## src/rtl/motion_stall_detector_core_macros.svh

```systemverilog
// Assertion macros shared by the motion stall detector RTL.
// Included by every module that carries concurrent checks; no other dependencies.
`ifndef MOTION_STALL_DETECTOR_CORE_MACROS_SVH
`define MOTION_STALL_DETECTOR_CORE_MACROS_SVH

`ifndef SYNTH
// same-cycle implication
`define MSD_ASSERT_IMP(name, clk, rst, ante, cons) \
   name: assert property (@(posedge clk) disable iff (rst) (ante) |-> (cons)) \
      else $error("msd: same-cycle check failed");
// next-cycle implication
`define MSD_ASSERT_NXT(name, clk, rst, ante, cons) \
   name: assert property (@(posedge clk) disable iff (rst) (ante) |=> (cons)) \
      else $error("msd: next-cycle check failed");
// condition that must never hold
`define MSD_ASSERT_NEVER(name, clk, rst, cond) \
   name: assert property (@(posedge clk) disable iff (rst) !(cond)) \
      else $error("msd: forbidden condition seen");
`else
`define MSD_ASSERT_IMP(name, clk, rst, ante, cons)
`define MSD_ASSERT_NXT(name, clk, rst, ante, cons)
`define MSD_ASSERT_NEVER(name, clk, rst, cond)
`endif

`endif

```

## src/rtl/msd_pkg.sv

```systemverilog
// Shared types and constants for the motion stall detector.
// No dependencies; used by the request interface, the evaluator and the top level.
package msd_pkg;

   // payload and register widths
   localparam int DIST_W     = 32;
   localparam int SPEED_W    = 16;
   localparam int FREQ_W     = 16;
   localparam int ABS_W      = 16;
   localparam int REL_W      = 9;
   localparam int CSR_DATA_W = 16;
   localparam int CSR_IDX_W  = 2;

   // distance difference over the window, its product with the frequency, and the two limit widths
   localparam int REAL_W     = DIST_W + 1;
   localparam int PROD_W     = REAL_W + FREQ_W + 1;
   localparam int ABS_LIM_W  = ABS_W + FREQ_W;
   localparam int REL_LIM_W  = REL_W + PROD_W;

   // register indexes
   localparam logic [CSR_IDX_W-1:0] CSR_UPDATE_FREQ = 2'd0;
   localparam logic [CSR_IDX_W-1:0] CSR_ABS_THRESH  = 2'd1;
   localparam logic [CSR_IDX_W-1:0] CSR_REL_THRESH  = 2'd2;

   // register reset values
   localparam logic [FREQ_W-1:0] UPDATE_FREQ_RST = 16'd100;
   localparam logic [ABS_W-1:0]  ABS_THRESH_RST  = 16'd5;
   localparam logic [REL_W-1:0]  REL_THRESH_RST  = 9'd128;

   typedef struct packed {
      logic [FREQ_W-1:0] update_freq_hz;
      logic [ABS_W-1:0]  abs_threshold_mm;
      logic [REL_W-1:0]  rel_threshold_q8;
   } cfg_type;

   typedef struct packed {
      logic start;
      logic take;
   } eval_ctl_type;

   typedef struct packed {
      logic done;
      logic blocked;
   } eval_sts_type;

endpackage

```

## src/rtl/msd_req_if.sv

```systemverilog
// Request channel of the motion stall detector: valid/ready plus one tick sample.
// Depends on msd_pkg for the field widths.
interface msd_req_if;
   import msd_pkg::*;

   logic                      valid;
   logic                      ready;
   logic signed [DIST_W-1:0]  distance_mm;
   logic signed [SPEED_W-1:0] speed_mm_s;

   modport source (output valid, output distance_mm, output speed_mm_s, input ready);
   modport sink   (input valid, input distance_mm, input speed_mm_s, output ready);
endinterface

// Response channel of the motion stall detector: valid/ready plus the stall flag.
// Depends on nothing beyond plain logic.
interface msd_rsp_if;
   logic valid;
   logic ready;
   logic blocked;

   modport source (output valid, output blocked, input ready);
   modport sink   (input valid, input blocked, output ready);
endinterface

```

## src/rtl/motion_stall_detector_core.sv

```systemverilog
// Top level of the motion stall detector: ring memory, window sum and sequencing.
// Depends on msd_pkg, msd_req_if/msd_rsp_if, msd_ram, msd_eval and the macro header.
//
// Usage:
//   req_chan carries one control tick (distance_mm, speed_mm_s) per request;
//   rsp_chan returns exactly one blocked flag per request, in order.
//   csr_wr_en/csr_index/csr_wr_data write update_freq_hz (0), abs_threshold_mm (1)
//   and rel_threshold_q8 (2); write only while no request is in flight.
// Timing:
//   A request is accepted when req_chan.ready is high, i.e. when no other request
//   is in flight. The flag reaches rsp_chan through the ring read register, the
//   distance subtract, the multiply, magnitude, product and compare stages of the
//   evaluator and the output register; the next request can be taken in the same
//   cycle as the flag appears, so only one request is in the evaluator at a time.
//   The flag is 0 until the window has filled; a raised flag restarts the fill.
// Reset:
//   Synchronous, active high. Registers return to 100 / 5 / 128, the window sum,
//   slot and fill count clear, and ring entries not yet written read as zero.
// Stall:
//   A finished flag waits in the output register while rsp_chan.ready is low; a
//   new request may be accepted meanwhile, and its flag waits inside the evaluator.
`include "motion_stall_detector_core_macros.svh"

module motion_stall_detector_core #(
   parameter int WINDOW = 20
) (
   input  logic                               clock,
   input  logic                               reset,
   msd_req_if.sink                            req_chan,
   msd_rsp_if.source                          rsp_chan,
   input  logic                               csr_wr_en,
   input  logic [msd_pkg::CSR_IDX_W-1:0]      csr_index,
   input  logic [msd_pkg::CSR_DATA_W-1:0]     csr_wr_data
);
   import msd_pkg::*;

   localparam int SLOT_W = $clog2(WINDOW);
   localparam int FILL_W = $clog2(WINDOW + 1);
   localparam int SUM_W  = SPEED_W + $clog2(WINDOW);
   localparam int RAM_W  = DIST_W + SPEED_W;
   localparam logic [SLOT_W-1:0] LAST_SLOT = SLOT_W'(WINDOW - 1);
   localparam logic [FILL_W-1:0] FULL_FILL = FILL_W'(WINDOW);

   cfg_type                   cfg_ff, cfg_in;
   logic                      busy_ff, busy_in;
   logic                      rd_vld_ff;
   logic [SLOT_W-1:0]         write_slot_ff, write_slot_in;
   logic                      lap_done_ff, lap_done_in;
   logic [FILL_W-1:0]         fill_ff, fill_in;
   logic signed [SUM_W-1:0]   sum_ff, sum_in;
   logic signed [DIST_W-1:0]  dist_ff;
   logic signed [SPEED_W-1:0] speed_ff;
   logic                      check_ff;
   logic                      zero_ff;
   logic                      rsp_valid_ff, rsp_valid_in;
   logic                      rsp_blocked_ff, rsp_blocked_in;

   logic                      req_fire;
   logic                      take;
   logic                      blocked_res;
   logic [SLOT_W-1:0]         oldest_slot;
   logic [RAM_W-1:0]          ram_wr_data;
   logic [RAM_W-1:0]          ram_rd_data;
   logic [RAM_W-1:0]          old_entry;
   logic signed [DIST_W-1:0]  old_dist;
   logic signed [SPEED_W-1:0] old_speed;
   logic signed [REAL_W-1:0]  real_mm;
   eval_ctl_type              eval_ctl;
   eval_sts_type              eval_sts;

   assign req_chan.ready = ~busy_ff;
   assign req_fire       = req_chan.valid & ~busy_ff;
   assign oldest_slot    = (write_slot_ff == LAST_SLOT) ? '0 : write_slot_ff + 1'b1;
   assign ram_wr_data    = {req_chan.distance_mm, req_chan.speed_mm_s};

   // ring of past distances and speeds: write this tick, read the oldest
   msd_ram #(
      .WIDTH (RAM_W),
      .DEPTH (WINDOW)
   ) u_ring (
      .clock   (clock),
      .wr_en   (req_fire),
      .wr_addr (write_slot_ff),
      .wr_data (ram_wr_data),
      .rd_en   (req_fire),
      .rd_addr (oldest_slot),
      .rd_data (ram_rd_data)
   );

   // drop unwritten entries to zero on the first lap after reset
   always_comb begin
      old_entry = zero_ff ? '0 : ram_rd_data;
      old_dist  = $signed(old_entry[RAM_W-1 -: DIST_W]);
      old_speed = $signed(old_entry[SPEED_W-1:0]);
      real_mm   = REAL_W'(dist_ff) - REAL_W'(old_dist);
   end

   // window sum: lose the oldest speed, gain the new one
   always_comb begin
      sum_in = sum_ff;
      if (rd_vld_ff) begin
         sum_in = sum_ff - SUM_W'(old_speed) + SUM_W'(speed_ff);
      end
   end

   assign eval_ctl.start = rd_vld_ff;
   assign eval_ctl.take  = take;

   msd_eval #(
      .SUM_W (SUM_W)
   ) u_eval (
      .clock     (clock),
      .reset     (reset),
      .ctl       (eval_ctl),
      .real_mm   (real_mm),
      .sum_speed (sum_ff),
      .cfg       (cfg_ff),
      .sts       (eval_sts)
   );

   assign take        = eval_sts.done & (~rsp_valid_ff | rsp_chan.ready);
   assign blocked_res = check_ff & eval_sts.blocked;

   // slot, lap, fill and busy sequencing
   always_comb begin
      write_slot_in = write_slot_ff;
      lap_done_in   = lap_done_ff;
      fill_in       = fill_ff;
      busy_in       = busy_ff;
      if (req_fire) begin
         write_slot_in = oldest_slot;
         lap_done_in   = lap_done_ff | (write_slot_ff == LAST_SLOT);
         busy_in       = 1'b1;
      end
      if (take) begin
         busy_in = 1'b0;
         if (!check_ff) begin
            fill_in = fill_ff + 1'b1;
         end else if (blocked_res) begin
            fill_in = '0;
         end
      end
   end

   // output register: load on take, drop when the receiver accepts
   always_comb begin
      rsp_valid_in   = rsp_valid_ff;
      rsp_blocked_in = rsp_blocked_ff;
      if (take) begin
         rsp_valid_in   = 1'b1;
         rsp_blocked_in = blocked_res;
      end else if (rsp_chan.ready) begin
         rsp_valid_in = 1'b0;
      end
   end

   // register writes
   always_comb begin
      cfg_in = cfg_ff;
      if (csr_wr_en) begin
         case (csr_index)
            CSR_UPDATE_FREQ: cfg_in.update_freq_hz   = csr_wr_data[FREQ_W-1:0];
            CSR_ABS_THRESH:  cfg_in.abs_threshold_mm = csr_wr_data[ABS_W-1:0];
            CSR_REL_THRESH:  cfg_in.rel_threshold_q8 = csr_wr_data[REL_W-1:0];
            default: begin
            end
         endcase
      end
   end

   always_ff @(posedge clock) begin
      if (reset) begin
         cfg_ff.update_freq_hz   <= UPDATE_FREQ_RST;
         cfg_ff.abs_threshold_mm <= ABS_THRESH_RST;
         cfg_ff.rel_threshold_q8 <= REL_THRESH_RST;
         busy_ff                 <= 1'b0;
         rd_vld_ff               <= 1'b0;
         write_slot_ff           <= '0;
         lap_done_ff             <= 1'b0;
         fill_ff                 <= '0;
         sum_ff                  <= '0;
         rsp_valid_ff            <= 1'b0;
      end else begin
         cfg_ff        <= cfg_in;
         busy_ff       <= busy_in;
         rd_vld_ff     <= req_fire;
         write_slot_ff <= write_slot_in;
         lap_done_ff   <= lap_done_in;
         fill_ff       <= fill_in;
         sum_ff        <= sum_in;
         rsp_valid_ff  <= rsp_valid_in;
      end
   end

   // hold the request and its window status while it is in flight
   always_ff @(posedge clock) begin
      if (req_fire) begin
         dist_ff  <= req_chan.distance_mm;
         speed_ff <= req_chan.speed_mm_s;
         check_ff <= (fill_ff == FULL_FILL);
         zero_ff  <= ~lap_done_ff & (oldest_slot != '0);
      end
      rsp_blocked_ff <= rsp_blocked_in;
   end

   assign rsp_chan.valid   = rsp_valid_ff;
   assign rsp_chan.blocked = rsp_blocked_ff;

   `MSD_ASSERT_NEVER(a_fill_range, clock, reset, fill_ff > FULL_FILL)
   `MSD_ASSERT_NEVER(a_slot_range, clock, reset, write_slot_ff > LAST_SLOT)
   `MSD_ASSERT_NXT(a_read_follows, clock, reset, req_fire, rd_vld_ff && busy_ff)
   `MSD_ASSERT_NXT(a_flag_restarts, clock, reset, take && blocked_res, fill_ff == '0)
endmodule

```

## src/rtl/msd_ram.sv

```systemverilog
// Generic single-write, single-read synchronous RAM with a registered read port.
// No dependencies; holds the distance and speed rings of the detector.
module msd_ram #(
   parameter int WIDTH = 48,
   parameter int DEPTH = 20
) (
   input  logic                                 clock,
   input  logic                                 wr_en,
   input  logic [((DEPTH > 1) ? $clog2(DEPTH) : 1)-1:0] wr_addr,
   input  logic [WIDTH-1:0]                     wr_data,
   input  logic                                 rd_en,
   input  logic [((DEPTH > 1) ? $clog2(DEPTH) : 1)-1:0] rd_addr,
   output logic [WIDTH-1:0]                     rd_data
);
   logic [WIDTH-1:0] mem_ff [DEPTH];
   logic [WIDTH-1:0] rd_data_ff;

   // write port
   always_ff @(posedge clock) begin
      if (wr_en) begin
         mem_ff[wr_addr] <= wr_data;
      end
   end

   // registered read port
   always_ff @(posedge clock) begin
      if (rd_en) begin
         rd_data_ff <= mem_ff[rd_addr];
      end
   end

   assign rd_data = rd_data_ff;
endmodule

```

## src/rtl/msd_eval.sv

```systemverilog
// Stall evaluator: pipelined error and threshold arithmetic for one request.
// Depends on msd_pkg and the assertion macro header.
`include "motion_stall_detector_core_macros.svh"

module msd_eval #(
   parameter int SUM_W = 21
) (
   input  logic                              clock,
   input  logic                              reset,
   input  msd_pkg::eval_ctl_type             ctl,
   input  logic signed [msd_pkg::REAL_W-1:0] real_mm,
   input  logic signed [SUM_W-1:0]           sum_speed,
   input  msd_pkg::cfg_type                  cfg,
   output msd_pkg::eval_sts_type             sts
);
   import msd_pkg::*;

   // stage valids
   logic a_vld_ff, a_vld_in;
   logic b_vld_ff, b_vld_in;
   logic c_vld_ff, c_vld_in;
   logic d_vld_ff, d_vld_in;
   logic e_vld_ff, e_vld_in;
   logic [4:0] vld_vec;

   // stage payloads
   logic signed [REAL_W-1:0]  a_real_ff;
   logic signed [SUM_W-1:0]   a_sum_ff;
   logic signed [PROD_W-1:0]  b_prod_ff, b_prod_in;
   logic signed [SUM_W-1:0]   b_sum_ff;
   logic [ABS_LIM_W-1:0]      b_abs_lim_ff, b_abs_lim_in;
   logic [PROD_W-1:0]         c_err_ff, c_err_in;
   logic [PROD_W-1:0]         c_big_ff, c_big_in;
   logic [ABS_LIM_W-1:0]      c_abs_lim_ff;
   logic                      d_abs_hit_ff, d_abs_hit_in;
   logic [REL_LIM_W-1:0]      d_err_sh_ff, d_err_sh_in;
   logic [REL_LIM_W-1:0]      d_rel_lim_ff, d_rel_lim_in;
   logic                      e_blocked_ff, e_blocked_in;

   logic signed [FREQ_W:0]    freq_s;
   logic signed [PROD_W-1:0]  sum_ext;
   logic signed [PROD_W-1:0]  diff;
   logic [PROD_W-1:0]         mag_s;
   logic [PROD_W-1:0]         mag_p;

   // advance the one-hot progress of the single request in flight
   always_comb begin
      a_vld_in = ctl.start;
      b_vld_in = a_vld_ff;
      c_vld_in = b_vld_ff;
      d_vld_in = c_vld_ff;
      e_vld_in = d_vld_ff | (e_vld_ff & ~ctl.take);
   end

   // stage B: scale the travelled distance by the tick rate and form the absolute limit
   always_comb begin
      freq_s       = $signed({1'b0, cfg.update_freq_hz});
      b_prod_in    = a_real_ff * freq_s;
      b_abs_lim_in = cfg.abs_threshold_mm * cfg.update_freq_hz;
   end

   // stage C: error magnitude and the larger of the two magnitudes
   always_comb begin
      sum_ext  = PROD_W'(b_sum_ff);
      diff     = sum_ext - b_prod_ff;
      c_err_in = diff[PROD_W-1] ? PROD_W'(-diff) : PROD_W'(diff);
      mag_s    = sum_ext[PROD_W-1] ? PROD_W'(-sum_ext) : PROD_W'(sum_ext);
      mag_p    = b_prod_ff[PROD_W-1] ? PROD_W'(-b_prod_ff) : PROD_W'(b_prod_ff);
      c_big_in = (mag_s > mag_p) ? mag_s : mag_p;
   end

   // stage D: absolute test and the relative limit product
   always_comb begin
      d_abs_hit_in = c_err_ff > PROD_W'(c_abs_lim_ff);
      d_err_sh_in  = {1'b0, c_err_ff, 8'b0};
      d_rel_lim_in = cfg.rel_threshold_q8 * c_big_ff;
   end

   // stage E: combine both tests, hold until taken
   always_comb begin
      e_blocked_in = e_blocked_ff;
      if (d_vld_ff) begin
         e_blocked_in = d_abs_hit_ff & (d_err_sh_ff > d_rel_lim_ff);
      end
   end

   always_ff @(posedge clock) begin
      if (reset) begin
         a_vld_ff <= 1'b0;
         b_vld_ff <= 1'b0;
         c_vld_ff <= 1'b0;
         d_vld_ff <= 1'b0;
         e_vld_ff <= 1'b0;
      end else begin
         a_vld_ff <= a_vld_in;
         b_vld_ff <= b_vld_in;
         c_vld_ff <= c_vld_in;
         d_vld_ff <= d_vld_in;
         e_vld_ff <= e_vld_in;
      end
   end

   always_ff @(posedge clock) begin
      a_real_ff    <= real_mm;
      a_sum_ff     <= sum_speed;
      b_prod_ff    <= b_prod_in;
      b_sum_ff     <= a_sum_ff;
      b_abs_lim_ff <= b_abs_lim_in;
      c_err_ff     <= c_err_in;
      c_big_ff     <= c_big_in;
      c_abs_lim_ff <= b_abs_lim_ff;
      d_abs_hit_ff <= d_abs_hit_in;
      d_err_sh_ff  <= d_err_sh_in;
      d_rel_lim_ff <= d_rel_lim_in;
      e_blocked_ff <= e_blocked_in;
   end

   assign sts.done    = e_vld_ff;
   assign sts.blocked = e_blocked_ff;
   assign vld_vec     = {a_vld_ff, b_vld_ff, c_vld_ff, d_vld_ff, e_vld_ff};

   `MSD_ASSERT_NEVER(a_one_in_flight, clock, reset, $countones(vld_vec) > 1)
   `MSD_ASSERT_NXT(a_start_enters, clock, reset, ctl.start, a_vld_ff)
   `MSD_ASSERT_NXT(a_done_holds, clock, reset, e_vld_ff && !ctl.take, e_vld_ff)
endmodule

```

## src/flat_wrapper.sv

```systemverilog
// flat-port wrapper written by rule: the top's interface ports become plain ports
module motion_stall_detector_core_flat import msd_pkg::*;
#(
   parameter int WINDOW = 20
)
  (clock, reset, csr_wr_en, csr_index, csr_wr_data, req_chan_valid, req_chan_distance_mm, req_chan_speed_mm_s, req_chan_ready, rsp_chan_valid, rsp_chan_blocked, rsp_chan_ready);
  msd_req_if req_chan_i ();
  msd_rsp_if rsp_chan_i ();
  input  logic clock;
  input  logic reset;
  input  logic csr_wr_en;
  input  logic [msd_pkg::CSR_IDX_W-1:0] csr_index;
  input  logic [msd_pkg::CSR_DATA_W-1:0] csr_wr_data;
  input wire logic [$bits(req_chan_i.valid)-1:0] req_chan_valid;
  input wire logic [$bits(req_chan_i.distance_mm)-1:0] req_chan_distance_mm;
  input wire logic [$bits(req_chan_i.speed_mm_s)-1:0] req_chan_speed_mm_s;
  output wire logic [$bits(req_chan_i.ready)-1:0] req_chan_ready;
  output wire logic [$bits(rsp_chan_i.valid)-1:0] rsp_chan_valid;
  output wire logic [$bits(rsp_chan_i.blocked)-1:0] rsp_chan_blocked;
  input wire logic [$bits(rsp_chan_i.ready)-1:0] rsp_chan_ready;
  assign req_chan_i.valid = req_chan_valid;
  assign req_chan_i.distance_mm = req_chan_distance_mm;
  assign req_chan_i.speed_mm_s = req_chan_speed_mm_s;
  assign req_chan_ready = req_chan_i.ready;
  assign rsp_chan_valid = rsp_chan_i.valid;
  assign rsp_chan_blocked = rsp_chan_i.blocked;
  assign rsp_chan_i.ready = rsp_chan_ready;
  motion_stall_detector_core #(.WINDOW(WINDOW)) u_core (.clock(clock), .reset(reset), .req_chan(req_chan_i), .rsp_chan(rsp_chan_i), .csr_wr_en(csr_wr_en), .csr_index(csr_index), .csr_wr_data(csr_wr_data));
endmodule
```

## config.mk

```make
export PLATFORM = sky130hd
export DESIGN_NAME = motion_stall_detector_core_flat
export DESIGN_NICKNAME = d
export VERILOG_FILES = /design/src/rtl/msd_pkg.sv /design/src/rtl/msd_req_if.sv /design/src/rtl/motion_stall_detector_core.sv /design/src/rtl/msd_ram.sv /design/src/rtl/msd_eval.sv /design/src/flat_wrapper.sv
export VERILOG_INCLUDE_DIRS = /design/src /design/src/rtl
export SDC_FILE = /design/constraint.sdc
export NUM_CORES = 2
export LEC_CHECK = 0
export ABC_AREA = 1
export ABC_CLOCK_PERIOD_IN_PS = 12200
export CORE_ASPECT_RATIO = 0.5
export CORE_UTILIZATION = 65
export CTS_CLUSTER_SIZE = 20
export DETAILED_ROUTE_END_ITERATION = 8
export DONT_BUFFER_PORTS = 1
export GPL_TIMING_DRIVEN = 0
export HOLD_SLACK_MARGIN = 0.1
export PLACE_DENSITY_LB_ADDON = 0.2
export SYNTH_ARGS = -nofsm -noshare
export SYNTH_HDL_FRONTEND = slang
export SYNTH_SLANG_ARGS = --single-unit
```

## constraint.sdc

```tcl
create_clock -name clock -period 12.2 [get_ports clock]
set_input_delay 3.66 -clock clock [delete_from_list [all_inputs] [get_ports clock]]
set_output_delay 3.66 -clock clock [all_outputs]
set_load 0.03 [all_outputs]
```

==> results.yml <==
status:
  outcome: "finished clean"
clock_tree:
  cts_resized: 0
  holdBufCountCts: 0
  clk_path_buf_depth: 4
  cts_tree: "built"
  cts_num_sinks: 1540
  cts_max_level: 4
  clk_latency_ns: 0.84
  clock-root-buffer: "clkbuf_16"
  clk_pin_slew_ns: 0.08
  post-cts-setup-buffer-count: 0
  cts_inserted_buffers: 143
cells_and_area:
  finish.net_count: 13880
  fillCellCount: 12740
  mostFrequentLayoutCell: "nand2_1"
  syn_to_final_growth_pct: 7.342
  final_cell_mix: "nand2_1, inv_1, edfxtp_1, fa_1, nor2_1"
  drive_above_1_share: 0.03437
synthesis:
  avgSynthCellArea_sq_um: 9.025
  synth_xor_area_frac: 0.02301
  netlist_area_sq_um: 108400
  synthAdderAreaFrac: 0.2580
  synthTopCellsByArea: "edfxtp_1, fa_1, dfxtp_1"
  synth_ff_type: "edfxtp_1"
  synth_seq_area_share: 0.3822
  synthSimpleGateAreaFrac: 0.1584
  netlist.area_leader.share: 0.2935
  synth-seq-cells: 1540
  synth-edff-count: 1060
  synth-compound-area-share: 0.07542
  async_flop_share: 0
  ys_warn_count: 0
  yosysTopAreaCell: "edfxtp_1"
  synth_top_family_by_area: "adder cells"
  synth_cells: 12020
  synthMuxAreaShare: 0.0001038
  synthDistinctLibCells: 65
sta:
  setup_ws_ns: 4.851
  rsz0062_at_grt: "false"
  drv_slew: 0
  min_period_over_period: 0.6024
  max_slew_margin: 0.1142
  finalHoldViolCount: 0
  setup_viol: 0
  fmax_ghz: 0.1361
  skew_ns: 0.08271
  worstMarginPinSlew_ns: 1.319
  fin_crit_ns: 7.349
worst_setup_path:
  critPathCaptureType: "flop"
  reg2reg_to: "u_core.u_eval.b_prod_ff[46]"
  cpPeakStageDelay_ns: 0.73
  cp_max_fo: 10
  critPathSlowestCell: "clkbuf_1"
  crit_buf_inv: 6
  reg2reg_slack_ns: 4.85
  required_ns: 12.85
  startpoint_type: "flop"
  critical_path_class: "reg2reg"
  critPathTopFamily: "adder cells"
  r2r_cells: 21
  cp.arrival_ns: 8.00
  cp_common_cell: "fa_1"
  crit_chain: "clkbuf_1 > clkbuf_1 > nand2_1 > inv_1 > fa_1 > fa_1 > fa_1 > fa_1 > fa_1 > inv_1 > fa_1 > inv_1 > ha_1 > nand2_1 > nor2_1 > inv_1 > nor4_1 > nand3_1 > nand3_1 > a21oi_1 > xor2_1"
  reg2reg_from: "u_core.cfg_ff[27]"
placement:
  dp_slack_ns: 4.876
  io_buffers: 0
  post-dp-hpwl_um: 258600
  place.gp.congestion: 1.008
run:
  maxCapViolations: 0
die:
  core_area_sq_um: 164700
  die_area_sq_um: 168600
  ios: 74
  rows: 105
  start_util: 0.6582
  fp.dieW_um: 579.6
  fp.dieH_um: 290.8
hold_path:
  hold_path_class: "reg2reg"
  hold_end: "u_core.u_eval.b_sum_ff[12]"
  hp-start: "u_core.u_eval.a_sum_ff[12]"
  min_path_cells: 0
grt:
  grt_overflow: 0
  grt_use_total: 0.3940
  grt_pass1_vias: 84320
  antenna_found_initial: 18
  grt_max_degree: 68
  grt_pass1_wl_um: 497800
drt:
  ant_nets: 0
  route.detailed.drc: 0
  wl_per_cell_um: 22.75
  first_pass_iters: 8
  num_vias: 84010
  first_iter_violations: 9446
  vias_per_cell: 5.791
  wl_um: 330000
power:
  p_leak_nw: 54.13
  power.density_nw_per_um2: 222.6
  total_power_mw: 25.91
  peakVddDrop_v: 0.0005194
==> registers in the layout, summed over array words and instances, names as in the netlist, 16 cells and up <==
| name | cells |
|---|---|
| u_core.u_ring.mem_ff | 960 |
| u_core.u_eval.d_rel_lim_ff | 59 |
| u_core.u_eval.b_prod_ff | 50 |
| u_core.u_eval.c_big_ff | 50 |
| u_core.u_eval.c_err_ff | 50 |
| u_core.u_eval.d_err_sh_ff | 50 |
| u_core.u_ring.rd_data | 48 |
| u_core.cfg_ff | 41 |
| u_core.u_eval.a_real_ff | 33 |
| u_core.dist_ff | 32 |
| u_core.u_eval.b_abs_lim_ff | 32 |
| u_core.u_eval.c_abs_lim_ff | 32 |
| u_core.sum_ff | 21 |
| u_core.u_eval.a_sum_ff | 21 |
| u_core.u_eval.b_sum_ff | 21 |
| u_core.speed_ff | 16 |
==> power by group <==
part | switching, mW | internal [mW]
Combinational | 9.98 | 4.75
Sequential | 0.401 | 6.30
Clock | 2.00 | 2.49
Total | 12.4 | 13.5
==> Yosys cell counts, drive strengths merged, types with 16 or more instances <==
master,number
nand2,2572
inv,2400
edfxtp,1060
fa,1056
nor2,1005
o21ai,631
ha,546
dfxtp,480
clkbuf,465
a21oi,413
nand3,346
xor2,197
nand4,132
o22ai,92
nor3,89
xnor2,87
buf,80
o221ai,58
a31oi,54
a41oi,27
o21a,26
a21o,24
o211ai,24
o32ai,21
nor4,20
o21bai,16
==> worst max-delay path by stage <==
stage / startpoint / cells past startpoint / to
floorplan: req_chan_valid / 5 / u_core.u_ring.mem_ff[16][0]
global placement: req_chan_valid / 5 / u_core.u_ring.mem_ff[14][14]
detailed placement: req_chan_valid / 7 / u_core.u_ring.mem_ff[13][14]
CTS: u_core.cfg_ff[27] / 21 / u_core.u_eval.b_prod_ff[46]
global route: u_core.cfg_ff[27] / 21 / u_core.u_eval.b_prod_ff[46]
finish: u_core.cfg_ff[27] / 21 / u_core.u_eval.b_prod_ff[46]
==> through the flow <==
stage            util  cells  hold slack [ns]  setup TNS (ns)  cell area [sq um]
2_1_floorplan       -  12040           0.3096               0             108500
3_3_place_gp   0.6755  14240           0.3104        -1239.88             111300
3_5_place_dp   0.6790  14260           0.3121               0             111900
4_1_cts        0.7064  14500           0.3197               0             116400
5_1_grt        0.7065  14500           0.3189               0             116400
6_report       0.7065  14510           0.3182               0             116400
==> area by class of cell <==
class | instances | area (sq um) | share of cell area
inverters | 2408 | 9039 | 0.07766
well taps | 2193 | 2744 | 0.02357
diodes | 7 | 17.52 | 0.0001505
flip-flops and latches | 1540 | 41440 | 0.3560
multi-input cells | 7550 | 56090 | 0.4819
repair buffers | 21 | 427.9 | 0.003676
clock inverters | 66 | 650.6 | 0.005590
plain buffers | 545 | 2125 | 0.01825
clock buffers | 177 | 3861 | 0.03317
==> worst reg2reg max path, cell delays in order (launching register included) <==
cell and delay [ns]:
dfxtp_1 0.31, clkbuf_1 0.33, clkbuf_1 0.73, nand2_1 0.21, inv_1 0.19, fa_1 0.58
fa_1 0.62, fa_1 0.46, fa_1 0.58, fa_1 0.51, inv_1 0.05, fa_1 0.50
inv_1 0.05, ha_1 0.41, nand2_1 0.14, nor2_1 0.27, inv_1 0.20, nor4_1 0.41
nand3_1 0.12, nand3_1 0.26, a21oi_1 0.13, xor2_1 0.17
==> layer usage <==
metal | global-route usage | up-vias | part of all wire
met3 | 0.07605 | 985 | 0.11
li1 | - | 38040 | -
met1 | 0.5094 | 40210 | 0.37
met4 | 0.2246 | 6 | 0.067
met5 | 0 | - | 0.00015
met2 | 0.6279 | 4765 | 0.45
==> kinds of logic (layout without fill, tap and decap cells) <==
kind of cell             Yosys count  after routing
AND/OR/NAND/NOR                 4199           4199
AO/OA/AOI/OAI                   1435           1435
other                              1             36
flip-flops                      1540           1540
buffers and inverters           2953           3217
XOR/XNOR                         284            284
multiplexers                       1              1
adder cells (fa/ha/maj)         1602           1602
(Power assumes the default switching activity.)
